**src/rtl/g2s_pkg.sv**
```systemverilog
// g2s_pkg: widths, fixed-point constants and helper functions for the
// galactic to supergalactic rotation pipeline. No dependencies.
`default_nettype none
package g2s_pkg;

  localparam int AW   = 32;          // internal angle width, turn fraction
  localparam int CW   = 32;          // matrix coefficient width
  localparam int VF   = AW - 2;      // vector fraction bits
  localparam int CF   = CW - 2;      // coefficient fraction bits
  localparam int RW   = AW + 2;      // sin/cos datapath width
  localparam int XW   = AW + 4;      // atan2 datapath width
  localparam int PW   = 2 * XW;      // product width
  localparam int SHW  = $clog2(AW);  // CORDIC shift amount width
  localparam int NST  = 3 * AW + 8;  // pipeline registers ahead of the output

  localparam logic signed [XW-1:0] HALF_T    = XW'(1) <<< (AW - 1);
  localparam logic signed [XW-1:0] QUARTER_T = XW'(1) <<< (AW - 2);

  typedef struct packed {
    logic signed [RW-1:0] x;
    logic signed [RW-1:0] y;
    logic signed [RW-1:0] z;
    logic                 neg;
  } rot_t;

  typedef struct packed {
    logic signed [XW-1:0] x;
    logic signed [XW-1:0] y;
    logic signed [XW-1:0] z;
    logic signed [XW-1:0] aux;
    logic                 pole;
  } vec_t;

  // round(num * 2^bits / den) by restoring long division
  function automatic logic [63:0] frac_bits(logic [63:0] num, logic [63:0] den, int bits);
    logic [63:0] r;
    logic [63:0] q;
    r = num;
    q = '0;
    for (int k = 0; k < bits; k++) begin
      r = r << 1;
      q = q << 1;
      if (r >= den) begin
        r = r - den;
        q = q | 64'd1;
      end
    end
    r = r << 1;
    if (r >= den) q = q + 64'd1;
    return q;
  endfunction

  // floor(n / d), shift-subtract
  function automatic logic [63:0] udiv64(logic [63:0] n, logic [63:0] d);
    logic [64:0] rem;
    logic [63:0] q;
    rem = '0;
    q   = '0;
    for (int k = 63; k >= 0; k--) begin
      rem = {rem[63:0], n[k]};
      if (rem >= {1'b0, d}) begin
        rem  = rem - {1'b0, d};
        q[k] = 1'b1;
      end
    end
    return q;
  endfunction

  // atan(2^-i) / (2 pi) as an AW-bit turn fraction
  function automatic logic [AW-1:0] atan_entry(int i);
    logic [63:0]  c;
    logic [63:0]  a;
    logic [63:0]  t;
    logic [63:0]  term;
    logic [127:0] p;
    int           k;
    c = frac_bits(64'd159154943091895336, 64'd1000000000000000000, 63);
    if (i == 0) begin
      t = 64'd1 << 60;
    end else begin
      a = '0;
      k = 0;
      while (i * (2 * k + 1) < 64) begin
        term = udiv64(64'd1 << (64 - i * (2 * k + 1)), 64'(2 * k + 1));
        if ((k & 1) != 0) a = a - term;
        else a = a + term;
        k++;
      end
      p = {64'd0, a} * {64'd0, c};
      t = p[127:64];
    end
    t = (t + (64'd1 << (62 - AW))) >> (63 - AW);
    return t[AW-1:0];
  endfunction

  function automatic logic signed [CW-1:0] coef_f(longint d);
    logic [63:0] m;
    m = frac_bits(64'(d < 0 ? -d : d), 64'd1000000000000, CF);
    return d < 0 ? -CW'(m) : CW'(m);
  endfunction

  localparam logic [63:0] KFIX64 =
    frac_bits(64'd607252935008881256, 64'd1000000000000000000, VF);
  localparam logic signed [XW-1:0] KFIX = XW'(KFIX64);

  localparam logic signed [CW-1:0] COEF [3][3] = '{
    '{coef_f(-64'sd735742574804), coef_f(64'sd677261296414), coef_f(64'sd0)},
    '{coef_f(-64'sd74553778365), coef_f(-64'sd80991471307), coef_f(64'sd993922590400)},
    '{coef_f(64'sd673145302109), coef_f(64'sd731271165817), coef_f(64'sd110081262225)}
  };

  // round(p / 2^sh), halves away from zero
  function automatic logic signed [PW-1:0] round_sh(logic signed [PW-1:0] p, int sh);
    logic signed [PW-1:0] h;
    logic signed [PW-1:0] a;
    h = PW'(1) <<< (sh - 1);
    if (p >= 0) begin
      return (p + h) >>> sh;
    end else begin
      a = -p;
      return -((a + h) >>> sh);
    end
  endfunction

  // fold an angle into +-quarter turn, seed the sin/cos CORDIC
  function automatic rot_t reduce(logic [AW-1:0] ang);
    rot_t r;
    logic signed [RW-1:0] s;
    s = RW'(signed'(ang));
    r.neg = 1'b0;
    if (s > RW'(QUARTER_T)) begin
      s = s - RW'(HALF_T);
      r.neg = 1'b1;
    end else if (s < -RW'(QUARTER_T)) begin
      s = s + RW'(HALF_T);
      r.neg = 1'b1;
    end
    r.x = RW'(KFIX);
    r.y = '0;
    r.z = s;
    return r;
  endfunction

endpackage
`default_nettype wire

```
**src/rtl/g2s_rot_cell.sv**
```systemverilog
// g2s_rot_cell: one rotation-mode CORDIC micro-rotation, registered.
// Depends on g2s_pkg.
`default_nettype none
module g2s_rot_cell (
  input  wire logic                     clk,
  input  wire logic                     en,
  input  wire logic [g2s_pkg::SHW-1:0]  shift_i,
  input  wire logic [g2s_pkg::AW-1:0]   atan_i,
  input  wire g2s_pkg::rot_t            d_i,
  output g2s_pkg::rot_t                 d_o
);
  logic signed [g2s_pkg::RW-1:0] dx, dy, at;
  g2s_pkg::rot_t d_nxt;

  always_comb begin
    dx = d_i.y >>> shift_i;
    dy = d_i.x >>> shift_i;
    at = g2s_pkg::RW'(atan_i);
    d_nxt = d_i;
    if (d_i.z >= 0) begin
      d_nxt.x = d_i.x - dx;
      d_nxt.y = d_i.y + dy;
      d_nxt.z = d_i.z - at;
    end else begin
      d_nxt.x = d_i.x + dx;
      d_nxt.y = d_i.y - dy;
      d_nxt.z = d_i.z + at;
    end
  end

  always_ff @(posedge clk) begin
    if (en) d_o <= d_nxt;
  end
endmodule
`default_nettype wire

```
**config.mk**
```make
export PLATFORM = sky130hd
export DESIGN_NAME = g2s_rot_cell
export DESIGN_NICKNAME = d
export VERILOG_FILES = /design/src/rtl/g2s_pkg.sv /design/src/rtl/g2s_rot_cell.sv
export SDC_FILE = /design/constraint.sdc
export NUM_CORES = 1
export LEC_CHECK = 0
export BUFFER_PORTS_ARGS = -buffer_cell sky130_fd_sc_hd__buf_4
export CAP_MARGIN = 40
export CORE_MARGIN = 4
export CORE_UTILIZATION = 50
export CTS_CLUSTER_DIAMETER = 40
export DETAILED_ROUTE_END_ITERATION = 7
export PLACE_DENSITY = 0.72
export RECOVER_POWER = 25
export SYNTH_ARGS = -nofsm -noshare
export SYNTH_HDL_FRONTEND = slang
export SYNTH_SLANG_ARGS = --single-unit
```
**constraint.sdc**
```tcl
create_clock -name clk -period 18.1 [get_ports clk]
set_clock_uncertainty 0.15 [all_clocks]
set_input_delay 0.905 -clock clk [delete_from_list [all_inputs] [get_ports clk]]
set_output_delay 0.905 -clock clk [all_outputs]
set_load 0.1 [all_outputs]
```
==> metrics <==
placed insts 2226; Async SR Flop Fraction 0; Area Overhead vs Synth 14.1%; Yosys warnings 0; crit path time final 8060 ps; failing checks max-capacitance violations, max-slew violations; mux share of post-synthesis cell area 0.205; input/output buffers 244; cell leakage power 7.05 nW; Critical Path AT 8050 ps; layout cell share with drive strength beyond 1 0.210; post-cts sizing count 0; DR vias/cell 6.68; final setup violation count 0; CP Launch Point shift_i[0]; Non-Filler Instances 2242; CP bufs+invs 3; main combinational cell family by area after synthesis compound AO/OA/AOI/OAI gates; simple-gate share of the synthesized area 0.150; Post-CTS Setup Bufs 0; WS Path Type in -> reg; largest net degree at the start of global routing 71; die area 33300 um2; CTS Hold Buffers Added 0; Num Clock Sinks 103; drt initial violations 1702; multi-input logic area 11500 um2; max frequency 124 MHz; end of the worst hold path d_o[0]; unrepaired setup endpoints after global routing no; Placer Congestion 1.04; hold slack 599 ps; Tot Pwr 0.00176 W; power density over the cells 102 nW/um2; Synth Area in Adders 0.0879; slew margin rel. -1.49; top_reg_cell synth edfxtp_1; Netlist Area Pre-Place 15200 um2; Setup crit start kind primary input; Net Count, Synth 1908; Avg Inst Size Synth 9.16 um2; Hold WC Path Type in -> reg; Critical Path, Cell by Cell buf_4, buf_4, mux2_2, o211ai_1, o21ai_0, a2111oi_4, nand3_1, or4_1, o21ai_0, xnor2_1, ha_1, and3_1, a31oi_1, o21ai_0, o31ai_1, o21a_1, o41ai_1, buf_2, a41o_1, o31ai_1, or4b_2, o311ai_0; Final HPWL DP 42200 um; CTS tree yes; n_diodes 0; Final ANT Viol Nets 0; Area contributors post-synth edfxtp_1 (20%), mux4_2 (15%), ha_1 (8.4%), xnor2_1 (5.8%), xor2_1 (4.4%); CTS clk-pin slew, worst paths 70 ps; total grt overflow 0; effective utilization at floorplan 0.510; Post-synth EDFFs 103; Synth area leader edfxtp_1; WHS Path Cells 1; WP depth 22; initial antenna violation count 1; CP max FO 38; setup TNS 0 ps; Worst Path Required 18100 ps; # IOs 245; core area 29800 um2; Detailed Route WL 55400 um; Synth Area in XOR/XNOR 0.101; FF/Latch Area 3090 um2; crit share post-route 0.445; maximum VDD drop 72.8 uV; H-tree levels 3; routed vias 15000; clk root buf clkbuf_16; first-pass GRT wire length 84100 um; CTS buffer count 9; GRT Resource Usage Total 0.322; CP Capture Type flip-flop; CP max stage delay 680 ps; Yosys cell types 84; clk buf depth 2; Top reg by flops d_o; # DRC 0; Site Rows 63; Final Max Tran Viols 104; final net count 2094; Synth Register Bits 103; number of global-route vias before repair 14600; HP Start d_i[0]; DRT Pass-1 Iters 6; CP most frequent cell o21ai_0; Chip Height 182 um; max reg flops 103; CP max-delay cell or4_1; share of the synthesized area in the top cell type 0.203; DR WL/cell 24.7 um; status finished, violations left; Crit path max-delay family compound AO/OA/AOI/OAI gates; post-synthesis compound-gate area fraction 0.211; Least-Margin Pin Slew 3730 ps; Post-Synthesis Cells 1661; total of max-cap violations 2; Largest regs d_o x103; final hold vios 0; sequential area share after synthesis 0.203; die width 182 um; fillers 2664
[cells in the mapped netlist (5+ instances only)]
library cell,count
a211oi_1,16
a21o_1,53
o21a_1,17
xor2_1,76
buf_1,10
ha_1,102
or4_1,6
a31oi_1,20
mux4_2,98
nand2_1,160
or3_1,9
nand2b_1,26
inv_1,39
a22oi_1,7
buf_2,13
and3_1,14
clkbuf_1,43
o31ai_1,28
edfxtp_1,103
a21oi_1,120
a211o_1,8
nor2b_1,19
buf_4,7
nand4_1,16
o41ai_1,6
xnor2_1,100
nor3b_1,6
nor2_1,111
o21ai_1,9
o31a_1,5
nor4_1,5
o211ai_1,21
and2_1,10
buf_6,12
o21bai_1,13
or2_2,8
mux2_2,19
nor3_1,28
mux2i_1,65
nand3_1,42
o22ai_1,14
o21ai_0,97
[area by class of cell]
type                            instances  area share
Clock buffer                           11      0.0134
Clock inverter                          5     0.00339
Inverter                               42     0.00908
Multi-Input combinational cell       1430       0.662
Sequential cell                       103       0.178
Tap cell                              390      0.0281
Timing Repair Buffer                  261       0.106
[power by group]
part / leakage, nW / internal [W] / total, W / switching, W
logic: 5.91 / 0.000336 / 0.00119 / 0.000854
clock network: 0.137 / 0.000108 / 0.000199 / 0.0000915
registers: 1.01 / 0.000355 / 0.000375 / 0.0000196
total: 7.05 / 0.000798 / 0.00176 / 0.000965
[cell families (layout without fill, tap and decap cells)]
logic type	after synthesis	in the layout
AO/OA/AOI/OAI	489	489
XOR/XNOR	176	176
adder cells (fa/ha/maj)	105	105
buffers and inverters	128	319
flip-flops	103	103
multiplexers	185	185
AND/OR/NAND/NOR	475	475
[per-stage QoR]
step	cell area (um2)	utilization	worst slack (ps)
2_1_floorplan	15200	-	11490
3_3_place_gp	17200	0.576	9890
3_5_place_dp	17200	0.578	9850
4_1_cts	17500	0.588	10180
5_1_grt	17400	0.583	9650
6_report	17400	0.583	10040
[cells in the final DEF (no fill, tap or decap), types with 38 or more instances in the layout]
cell type  synthesis  layout
mux2i_1           65      65
edfxtp_1         103     103
xor2_1            76      76
inv_1             39      39
buf_4              7     220
clkbuf_1          43      38
a21oi_1          120     120
nand2_1          160     160
nor2_1           111     111
ha_1             102     102
nand3_1           42      42
xnor2_1          100     100
mux4_2            98      98
o21ai_0           97      97
a21o_1            53      53
[routing by layer]
| metal | GRT usage | part of all wire |
|---|---|---|
| met5 | 0 | 0.00023 |
| met4 | 0.132 | 0.046 |
| met3 | 0.0618 | 0.11 |
| met2 | 0.518 | 0.45 |
| met1 | 0.427 | 0.39 |
[how the worst max path moves through the flow]
stage,endpoint,slack [ps]
after CTS,d_o[101],10180
final,d_o[101],10040
after floorplan,d_o[101],11490
after global placement,d_o[101],9890
after global routing,d_o[101],9650
after detailed placement,d_o[101],9850
No activity file was read; power rests on OpenSTA's default activity.
