## config.mk

```make
export PLATFORM = sky130hd
export DESIGN_NAME = g2s_vec_cell
export DESIGN_NICKNAME = d
export VERILOG_FILES = /design/src/rtl/g2s_pkg.sv /design/src/rtl/g2s_vec_cell.sv
export SDC_FILE = /design/constraint.sdc
export NUM_CORES = 1
export LEC_CHECK = 0
export ABC_AREA = 1
export ABC_CLOCK_PERIOD_IN_PS = 5860
export BUFFER_PORTS_ARGS = -buffer_cell sky130_fd_sc_hd__clkbuf_2
export CORE_MARGIN = 10
export CORE_UTILIZATION = 25
export DETAILED_ROUTE_END_ITERATION = 12
export GPL_TIMING_DRIVEN = 0
export SLEW_MARGIN = 15
export SYNTH_ARGS = -nofsm -noshare
export SYNTH_HDL_FRONTEND = slang
export SYNTH_SLANG_ARGS = --single-unit
```

## constraint.sdc

```tcl
create_clock -name clk -period 5.86 [get_ports clk]
set_clock_uncertainty 0.1 [all_clocks]
set_input_delay 0.293 -clock clk [delete_from_list [all_inputs] [get_ports clk]]
set_output_delay 0.293 -clock clk [all_outputs]
set_load 0.05 [all_outputs]
```

## src/rtl/g2s_pkg.sv

```systemverilog
// g2s_pkg: widths, fixed-point constants and helper functions for the
// galactic to supergalactic rotation pipeline. No dependencies.
`default_nettype none
package g2s_pkg;

  localparam int AW   = 32;          // internal angle width, turn fraction
  localparam int CW   = 32;          // matrix coefficient width
  localparam int VF   = AW - 2;      // vector fraction bits
  localparam int CF   = CW - 2;      // coefficient fraction bits
  localparam int RW   = AW + 2;      // sin/cos datapath width
  localparam int XW   = AW + 4;      // atan2 datapath width
  localparam int PW   = 2 * XW;      // product width
  localparam int SHW  = $clog2(AW);  // CORDIC shift amount width
  localparam int NST  = 3 * AW + 8;  // pipeline registers ahead of the output

  localparam logic signed [XW-1:0] HALF_T    = XW'(1) <<< (AW - 1);
  localparam logic signed [XW-1:0] QUARTER_T = XW'(1) <<< (AW - 2);

  typedef struct packed {
    logic signed [RW-1:0] x;
    logic signed [RW-1:0] y;
    logic signed [RW-1:0] z;
    logic                 neg;
  } rot_t;

  typedef struct packed {
    logic signed [XW-1:0] x;
    logic signed [XW-1:0] y;
    logic signed [XW-1:0] z;
    logic signed [XW-1:0] aux;
    logic                 pole;
  } vec_t;

  // round(num * 2^bits / den) by restoring long division
  function automatic logic [63:0] frac_bits(logic [63:0] num, logic [63:0] den, int bits);
    logic [63:0] r;
    logic [63:0] q;
    r = num;
    q = '0;
    for (int k = 0; k < bits; k++) begin
      r = r << 1;
      q = q << 1;
      if (r >= den) begin
        r = r - den;
        q = q | 64'd1;
      end
    end
    r = r << 1;
    if (r >= den) q = q + 64'd1;
    return q;
  endfunction

  // floor(n / d), shift-subtract
  function automatic logic [63:0] udiv64(logic [63:0] n, logic [63:0] d);
    logic [64:0] rem;
    logic [63:0] q;
    rem = '0;
    q   = '0;
    for (int k = 63; k >= 0; k--) begin
      rem = {rem[63:0], n[k]};
      if (rem >= {1'b0, d}) begin
        rem  = rem - {1'b0, d};
        q[k] = 1'b1;
      end
    end
    return q;
  endfunction

  // atan(2^-i) / (2 pi) as an AW-bit turn fraction
  function automatic logic [AW-1:0] atan_entry(int i);
    logic [63:0]  c;
    logic [63:0]  a;
    logic [63:0]  t;
    logic [63:0]  term;
    logic [127:0] p;
    int           k;
    c = frac_bits(64'd159154943091895336, 64'd1000000000000000000, 63);
    if (i == 0) begin
      t = 64'd1 << 60;
    end else begin
      a = '0;
      k = 0;
      while (i * (2 * k + 1) < 64) begin
        term = udiv64(64'd1 << (64 - i * (2 * k + 1)), 64'(2 * k + 1));
        if ((k & 1) != 0) a = a - term;
        else a = a + term;
        k++;
      end
      p = {64'd0, a} * {64'd0, c};
      t = p[127:64];
    end
    t = (t + (64'd1 << (62 - AW))) >> (63 - AW);
    return t[AW-1:0];
  endfunction

  function automatic logic signed [CW-1:0] coef_f(longint d);
    logic [63:0] m;
    m = frac_bits(64'(d < 0 ? -d : d), 64'd1000000000000, CF);
    return d < 0 ? -CW'(m) : CW'(m);
  endfunction

  localparam logic [63:0] KFIX64 =
    frac_bits(64'd607252935008881256, 64'd1000000000000000000, VF);
  localparam logic signed [XW-1:0] KFIX = XW'(KFIX64);

  localparam logic signed [CW-1:0] COEF [3][3] = '{
    '{coef_f(-64'sd735742574804), coef_f(64'sd677261296414), coef_f(64'sd0)},
    '{coef_f(-64'sd74553778365), coef_f(-64'sd80991471307), coef_f(64'sd993922590400)},
    '{coef_f(64'sd673145302109), coef_f(64'sd731271165817), coef_f(64'sd110081262225)}
  };

  // round(p / 2^sh), halves away from zero
  function automatic logic signed [PW-1:0] round_sh(logic signed [PW-1:0] p, int sh);
    logic signed [PW-1:0] h;
    logic signed [PW-1:0] a;
    h = PW'(1) <<< (sh - 1);
    if (p >= 0) begin
      return (p + h) >>> sh;
    end else begin
      a = -p;
      return -((a + h) >>> sh);
    end
  endfunction

  // fold an angle into +-quarter turn, seed the sin/cos CORDIC
  function automatic rot_t reduce(logic [AW-1:0] ang);
    rot_t r;
    logic signed [RW-1:0] s;
    s = RW'(signed'(ang));
    r.neg = 1'b0;
    if (s > RW'(QUARTER_T)) begin
      s = s - RW'(HALF_T);
      r.neg = 1'b1;
    end else if (s < -RW'(QUARTER_T)) begin
      s = s + RW'(HALF_T);
      r.neg = 1'b1;
    end
    r.x = RW'(KFIX);
    r.y = '0;
    r.z = s;
    return r;
  endfunction

endpackage
`default_nettype wire

```

## src/rtl/g2s_vec_cell.sv

```systemverilog
// g2s_vec_cell: one vectoring-mode CORDIC step (atan2), registered.
// Depends on g2s_pkg.
`default_nettype none
module g2s_vec_cell (
  input  wire logic                     clk,
  input  wire logic                     en,
  input  wire logic [g2s_pkg::SHW-1:0]  shift_i,
  input  wire logic [g2s_pkg::AW-1:0]   atan_i,
  input  wire g2s_pkg::vec_t            d_i,
  output g2s_pkg::vec_t                 d_o
);
  logic signed [g2s_pkg::XW-1:0] dx, dy, at;
  g2s_pkg::vec_t d_nxt;

  always_comb begin
    dx = d_i.y >>> shift_i;
    dy = d_i.x >>> shift_i;
    at = g2s_pkg::XW'(atan_i);
    d_nxt = d_i;
    if (d_i.y > 0) begin
      d_nxt.x = d_i.x + dx;
      d_nxt.y = d_i.y - dy;
      d_nxt.z = d_i.z + at;
    end else begin
      d_nxt.x = d_i.x - dx;
      d_nxt.y = d_i.y + dy;
      d_nxt.z = d_i.z - at;
    end
  end

  always_ff @(posedge clk) begin
    if (en) d_o <= d_nxt;
  end
endmodule
`default_nettype wire

```

==> flow_summary.toml, run 1 <==
[routing]
wl_per_cell_um = 20.24
via_per_inst = 5.083
dr.pass1.iters = 6
detail-route-antenna-nets = 0
post-route-drc-count = 0
first_iter_violations = 2061
wirelength_um = 78780
vias = 19790

[timing]
finalSetupViolCount = 0
hold_viol_final = 0
tightestPinTransition_ns = 1.154
rsz0062_at_grt = "false"
min_period_ns = 5.512
fin_ws_ns = 0.3477
slew_violations = 0
whs_ns = 0.06616
max-slew-margin-rel_pct = 23.04
period_share_pct = 94.07
clock.fmax_ghz = 0.1814

[logic_synthesis]
syn_area_um2 = 17090
netlist.area_leader.share_pct = 25.48
synthArstFlopShare_pct = 0
synth_top_cells_by_area = "edfxtp_1 (25%), nand2_1 (18%), nand3_1 (13%), ha_1 (8.0%), xor2_1 (5.9%)"
yosys-top-cells-count = "nand2_1 (802), nand3_1 (433), nor2_1 (234), inv_1 (214), edfxtp_1 (145)"
yosysMostFrequentCell = "nand2_1"
yosys.area.top_type = "edfxtp_1"
post_synth_num_cell_types = 47
syn_avg_cell_area_um2 = 6.518
synth_flop_cell = "edfxtp_1"
ys_seq_elements = 145
synth_edf_count = 145
synthCells = 2622
yosysSeqAreaShare_pct = 25.48
synth_nets = 2918
yosys_warnings = 0

[global_route]
antenna_found_initial = 15
grt-ovfl-total = 0
track_usage_pct = 19.24
grt_pass1_wl_um = 114700
grt_max_degree = 90
grt_pass1_vias = 19070

[floorplanning]
std_cell_rows = 95
core-area_um2 = 67510
io_pins = 329
dieHeight_um = 281.5
initial_core_util_pct = 25.31
dieArea_um2 = 79220
die_x_um = 281.5

[clocking]
cts_root_buf = "clkbuf_16"
tritoncts = "yes"
clk_pin_slew_worst_paths_ns = 0.07
cts_max_level = 4
clockBufferDepth = 2
cts_setup_buffers = 0
cts_buffers = 17
cts.sinks = 145

[placement]
place_area_um2 = 19840
pre_cts_ws_ns = -0.5029
dp_hpwl_um = 65030
gp_congestion = 1.030
io_buffer_count = 323

[setup_path]
worstSetupPathType = "in -> reg"
worst_ep_required_time_ns = 6.00
cp-end-kind = "flop"
crit_path_max_fanout = 10
cp.arrival_ns = 5.65
startpoint_type = "input port"

[final_layout]
fin_util_pct = 30.84
largest_reg_flops = 145
fin_area_um2 = 20820
fin_nets = 3298
area_growth_pct = 21.85
largestRegisters = "d_o x145"
drive_gt1_share_pct = 14.36
top_register = "d_o"

[power_and_ir_drop]
ir_drop_mv = 0.2478
power_density_nw_per_um2 = 280.8
power.leakage_nw = 10.02
p_sw_share_pct = 50.47
p_sw_mw = 2.951
combPwrFrac_pct = 54.7
p_clk_share_pct = 19.4
seqPwrFrac_pct = 25.9
p_int_mw = 2.896

[hold_path]
hp-class = "in -> reg"

[flow_run]
maxCapViolCount = 0

[outcome]
outcome = "complete, no violations"
path summary, 6_finish.rpt:
path / start / end / slack [ns] / cells after the start
max: d_i[74] / d_o[103]$_DFFE_PP_ / 0.35 / 19
min: d_i[38] / d_o[38]$_DFFE_PP_ / 0.07 / 2
worst max-delay path: stages:
cell	delay, ns
clkbuf_2	0.16
nor2_1	0.13
nand4_1	0.11
or2_2	0.36
nor2_1	0.27
nor2_2	0.20
clkdlybuf4s15_1	0.70
clkbuf_2	0.51
o21ai_0	0.49
fa_1	0.36
nand3_1	0.09
nand2_1	0.10
a21oi_1	0.12
o21ai_0	0.31
a21oi_1	0.16
o21ai_0	0.58
a21oi_1	0.23
o21ai_0	0.31
xor2_1	0.14
final cells by class:
type	count	area [um2]
repair buffers	361	2023
multi-input cells	2170	11480
inverters	221	832.0
flip-flops and latches	145	4354
plain buffers	86	440.4
well taps	873	1092
diodes	5	12.51
clock inverters	15	163.9
fillers	7492	46690
clock buffers	17	425.4
per-stage QoR:
step	setup TNS, ns	power, mW	cells
3_3_place_gp	-2.893	4.699	3818
4_1_cts	0	5.898	3888
2_1_floorplan	0	3.786	2622
5_1_grt	0	6.213	3893
6_report	0	5.847	3893
3_5_place_dp	-3.087	4.689	3819
what timing repair did:
action / in CTS / in global routing
gates resized for setup: 0 / 8
setup endpoints to repair: 0 / 8
hold buffers: 37 / 0
hold endpoints to repair: 37 / 0
cell usage in the layout, fill, tap and decap left out, types with 7 or more instances in the layout:
master	Yosys	routed
nand2_1	802	802
nand3_1	433	433
clkbuf_2	0	323
nor2_1	234	233
inv_1	214	214
edfxtp_1	145	145
a21oi_1	135	135
xor2_1	116	116
ha_1	109	109
o21ai_0	74	74
xnor2_1	66	66
dlygate4sd3_1	0	37
a31oi_1	28	28
buf_2	26	26
nand4_1	24	24
buf_1	24	24
nor3_1	21	21
clkbuf_1	23	20
clkbuf_16	0	17
a21o_1	15	15
o221ai_1	15	15
o21ai_1	13	13
a21boi_0	12	12
nor2_2	7	8
o31ai_1	8	8
nand2_2	8	8
buf_4	7	7
cell families after synthesis:
logic type	Yosys count	share of synthesized area [%]
adders and majority gates	112	8.332
and+or+nand+nor	1553	38.57
DFF	145	25.48
AOI/OAI and AO/OA	323	10.93
buffers and inverters	307	7.365
xor gates and xnor gates	182	9.327
power groups by stage:
| stage | Clock, mW | Sequential [mW] | Combinational (mW) |
|---|---|---|---|
| after floorplan | 0 | 2.33 | 1.46 |
| after global placement | 0 | 1.54 | 3.16 |
| after detailed placement | 0 | 1.54 | 3.15 |
| after CTS | 1.19 | 1.52 | 3.19 |
| after global routing | 1.22 | 1.54 | 3.46 |
| final | 1.13 | 1.52 | 3.20 |
layer usage:
| layer | global-route usage (%) | part of all wire, % | vias to the layer above |
|---|---|---|---|
| li1 | - | - | 9611 |
| met1 | 22.81 | 39 | 9081 |
| met2 | 31.69 | 47 | 891 |
| met3 | 5.687 | 9.7 | 184 |
| met4 | 8.776 | 4.0 | 20 |
| met5 | 0 | 0.15 | - |
No activity file was read; power rests on OpenSTA's default activity.
==> run 2, diff against run 1 <==
--- a/config.mk
+++ b/config.mk
@@ -9,7 +9,7 @@
 export ABC_CLOCK_PERIOD_IN_PS = 5860
 export BUFFER_PORTS_ARGS = -buffer_cell sky130_fd_sc_hd__clkbuf_2
 export CORE_MARGIN = 10
-export CORE_UTILIZATION = 25
+export CORE_UTILIZATION = 35
 export DETAILED_ROUTE_END_ITERATION = 12
 export GPL_TIMING_DRIVEN = 0
 export SLEW_MARGIN = 15
==> flow_summary.toml, run 2 (synthesis results as in run 1) <==
[outcome]
outcome = "complete, no violations"

[setup_path]
worst_ep_required_time_ns = 6.00
crit_path_max_fanout = 10
crit_chain = "clkbuf_2, nor2_1, nand4_1, or2_2, nor2_1, nor2_2, buf_1, clkbuf_2, o21ai_0, fa_1, nand3_1, nand2_1, a21oi_1, o21ai_0, a21boi_0, inv_1, nand2_1, nand2_1, a21boi_0, o21ai_0, xor2_1"
crit_end = "d_o[97]$_DFFE_PP_"
cp.arrival_ns = 5.82
cp-end-kind = "flop"
crit_path_top_delay_cell = "buf_1"
critical-path-max-stage-delay_ns = 0.84
critPathLaunch = "d_i[74]"
startpoint_type = "input port"
worstSetupPathType = "in -> reg"

[floorplanning]
std_cell_rows = 80
dieHeight_um = 241.0
die_x_um = 241.0
dieArea_um2 = 58070
initial_core_util_pct = 35.57
io_pins = 329
core-area_um2 = 48050

[clocking]
cts_root_buf = "clkbuf_16"
clk_pin_slew_worst_paths_ns = 0.07
tritoncts = "yes"
cts_buffers = 17
clockBufferDepth = 2
cts_setup_buffers = 0
cts_max_level = 4
cts.sinks = 145

[global_route]
grt-ovfl-total = 0
antenna_found_initial = 3
track_usage_pct = 27.24
grt_pass1_wl_um = 117900
grt_pass1_vias = 18900
grt_max_degree = 100

[routing]
dr.pass1.iters = 8
first_iter_violations = 2340
wirelength_um = 81890
detail-route-antenna-nets = 0
vias = 20130
post-route-drc-count = 0
via_per_inst = 5.542
wl_per_cell_um = 22.55

[timing]
tns_ns = 0
rsz0062_at_grt = "true"
max-slew-margin-rel_pct = 21.70
tightestPinTransition_ns = 1.174
hold_viol_final = 0
slew_violations = 0
min_period_ns = 5.680
fin_ws_ns = 0.1803
period_share_pct = 96.92
finalSetupViolCount = 0
clock.fmax_ghz = 0.1761

[final_layout]
area_growth_pct = 20.02
top_register = "d_o"
fin_nets = 3298
largestRegisters = "d_o x145"
final_common_cell = "nand2_1"
final_cell_mix = "nand2_1 (802), nand3_1 (433), clkbuf_2 (325)"
drive_gt1_share_pct = 14.49
fin_area_um2 = 20510
final-seq-area_um2 = 4354
fillCellCount = 5187
multi_input_comb_area_um2 = 11490
largest_reg_flops = 145

[flow_run]
maxCapViolCount = 0

[placement]
place_area_um2 = 19510
dp_hpwl_um = 67510
pre_cts_ws_ns = -0.8873
io_buffer_count = 323
gp_congestion = 1.018

[power_and_ir_drop]
ir_drop_mv = 0.2005
power_density_nw_per_um2 = 285.1
power.leakage_nw = 10.03

[hold_path]
hp-class = "in -> reg"
-- run 2: worst max-delay path, delay by kind of cell --
kind,cells,cell delay [ns]
AOI/OAI and AO/OA,6,1.58
and+or+nand+nor,9,1.47
adders and majority gates,1,0.53
xor gates and xnor gates,1,0.15
buffers and inverters,4,1.78
-- run 2: layer usage --
metal  GRT usage [%]  vias up  routed length (um)  part of all wire [%]
met1           37.09     9388               35890                    44
met5               0        -                  12                 0.015
li1                -     9594                   -                     -
met4           8.878        2                2549                   3.1
met3           5.783      119                7899                   9.6
met2           42.10     1024               35540                    43
-- run 2: how the worst min path moves through the flow --
stage / cells after the start / startpoint / to / slack [ns]
CTS: 2 / d_i[73] / d_o[73]$_DFFE_PP_ / 0.03
detailed placement: 1 / d_i[0] / d_o[0]$_DFFE_PP_ / 0.37
finish: 2 / d_i[73] / d_o[73]$_DFFE_PP_ / 0.07
global route: 2 / d_i[73] / d_o[73]$_DFFE_PP_ / 0.05
floorplan: 0 / d_i[0] / d_o[0]$_DFFE_PP_ / 0.29
global placement: 1 / d_i[25] / d_o[25]$_DFFE_PP_ / 0.37
-- run 2: where the power goes --
group	switching, mW	total [mW]	internal [mW]
Clock	0.553	1.13	0.578
Combinational	2.33	3.20	0.868
Sequential	0.0600	1.52	1.46
Total	2.94	5.85	2.90
-- run 2: repair_timing --
item                                    4_1_cts  5_1_grt
endpoints found under the hold margin        37        0
gates resized for setup                       1        8
hold buffers                                 37        0
endpoints found under the setup margin        6       17
-- run 2: layout make-up --
cell class / count / share of cell area (%)
Multi-Input combinational cell: 2170 / 56.01
Sequential cell: 145 / 21.23
Timing Repair Buffer: 361 / 9.863
Inverter: 221 / 4.056
Tap cell: 615 / 3.751
Buffer: 86 / 2.098
Clock buffer: 17 / 2.074
Clock inverter: 15 / 0.8906
Antenna cell: 2 / 0.02440
-- run 2: per-stage QoR --
step / std cells / hold WS, ns / power [mW] / util [%]
final: 3632 / 0.06981 / 5.848 / 42.69
after CTS: 3630 / 0.03056 / 5.857 / 42.65
after detailed placement: 3561 / 0.3717 / 4.681 / 40.61
after global placement: 3560 / 0.3699 / 4.677 / 40.54
after floorplan: 2622 / 0.2919 / 3.786 / -
after global routing: 3632 / 0.04902 / 6.180 / 42.69
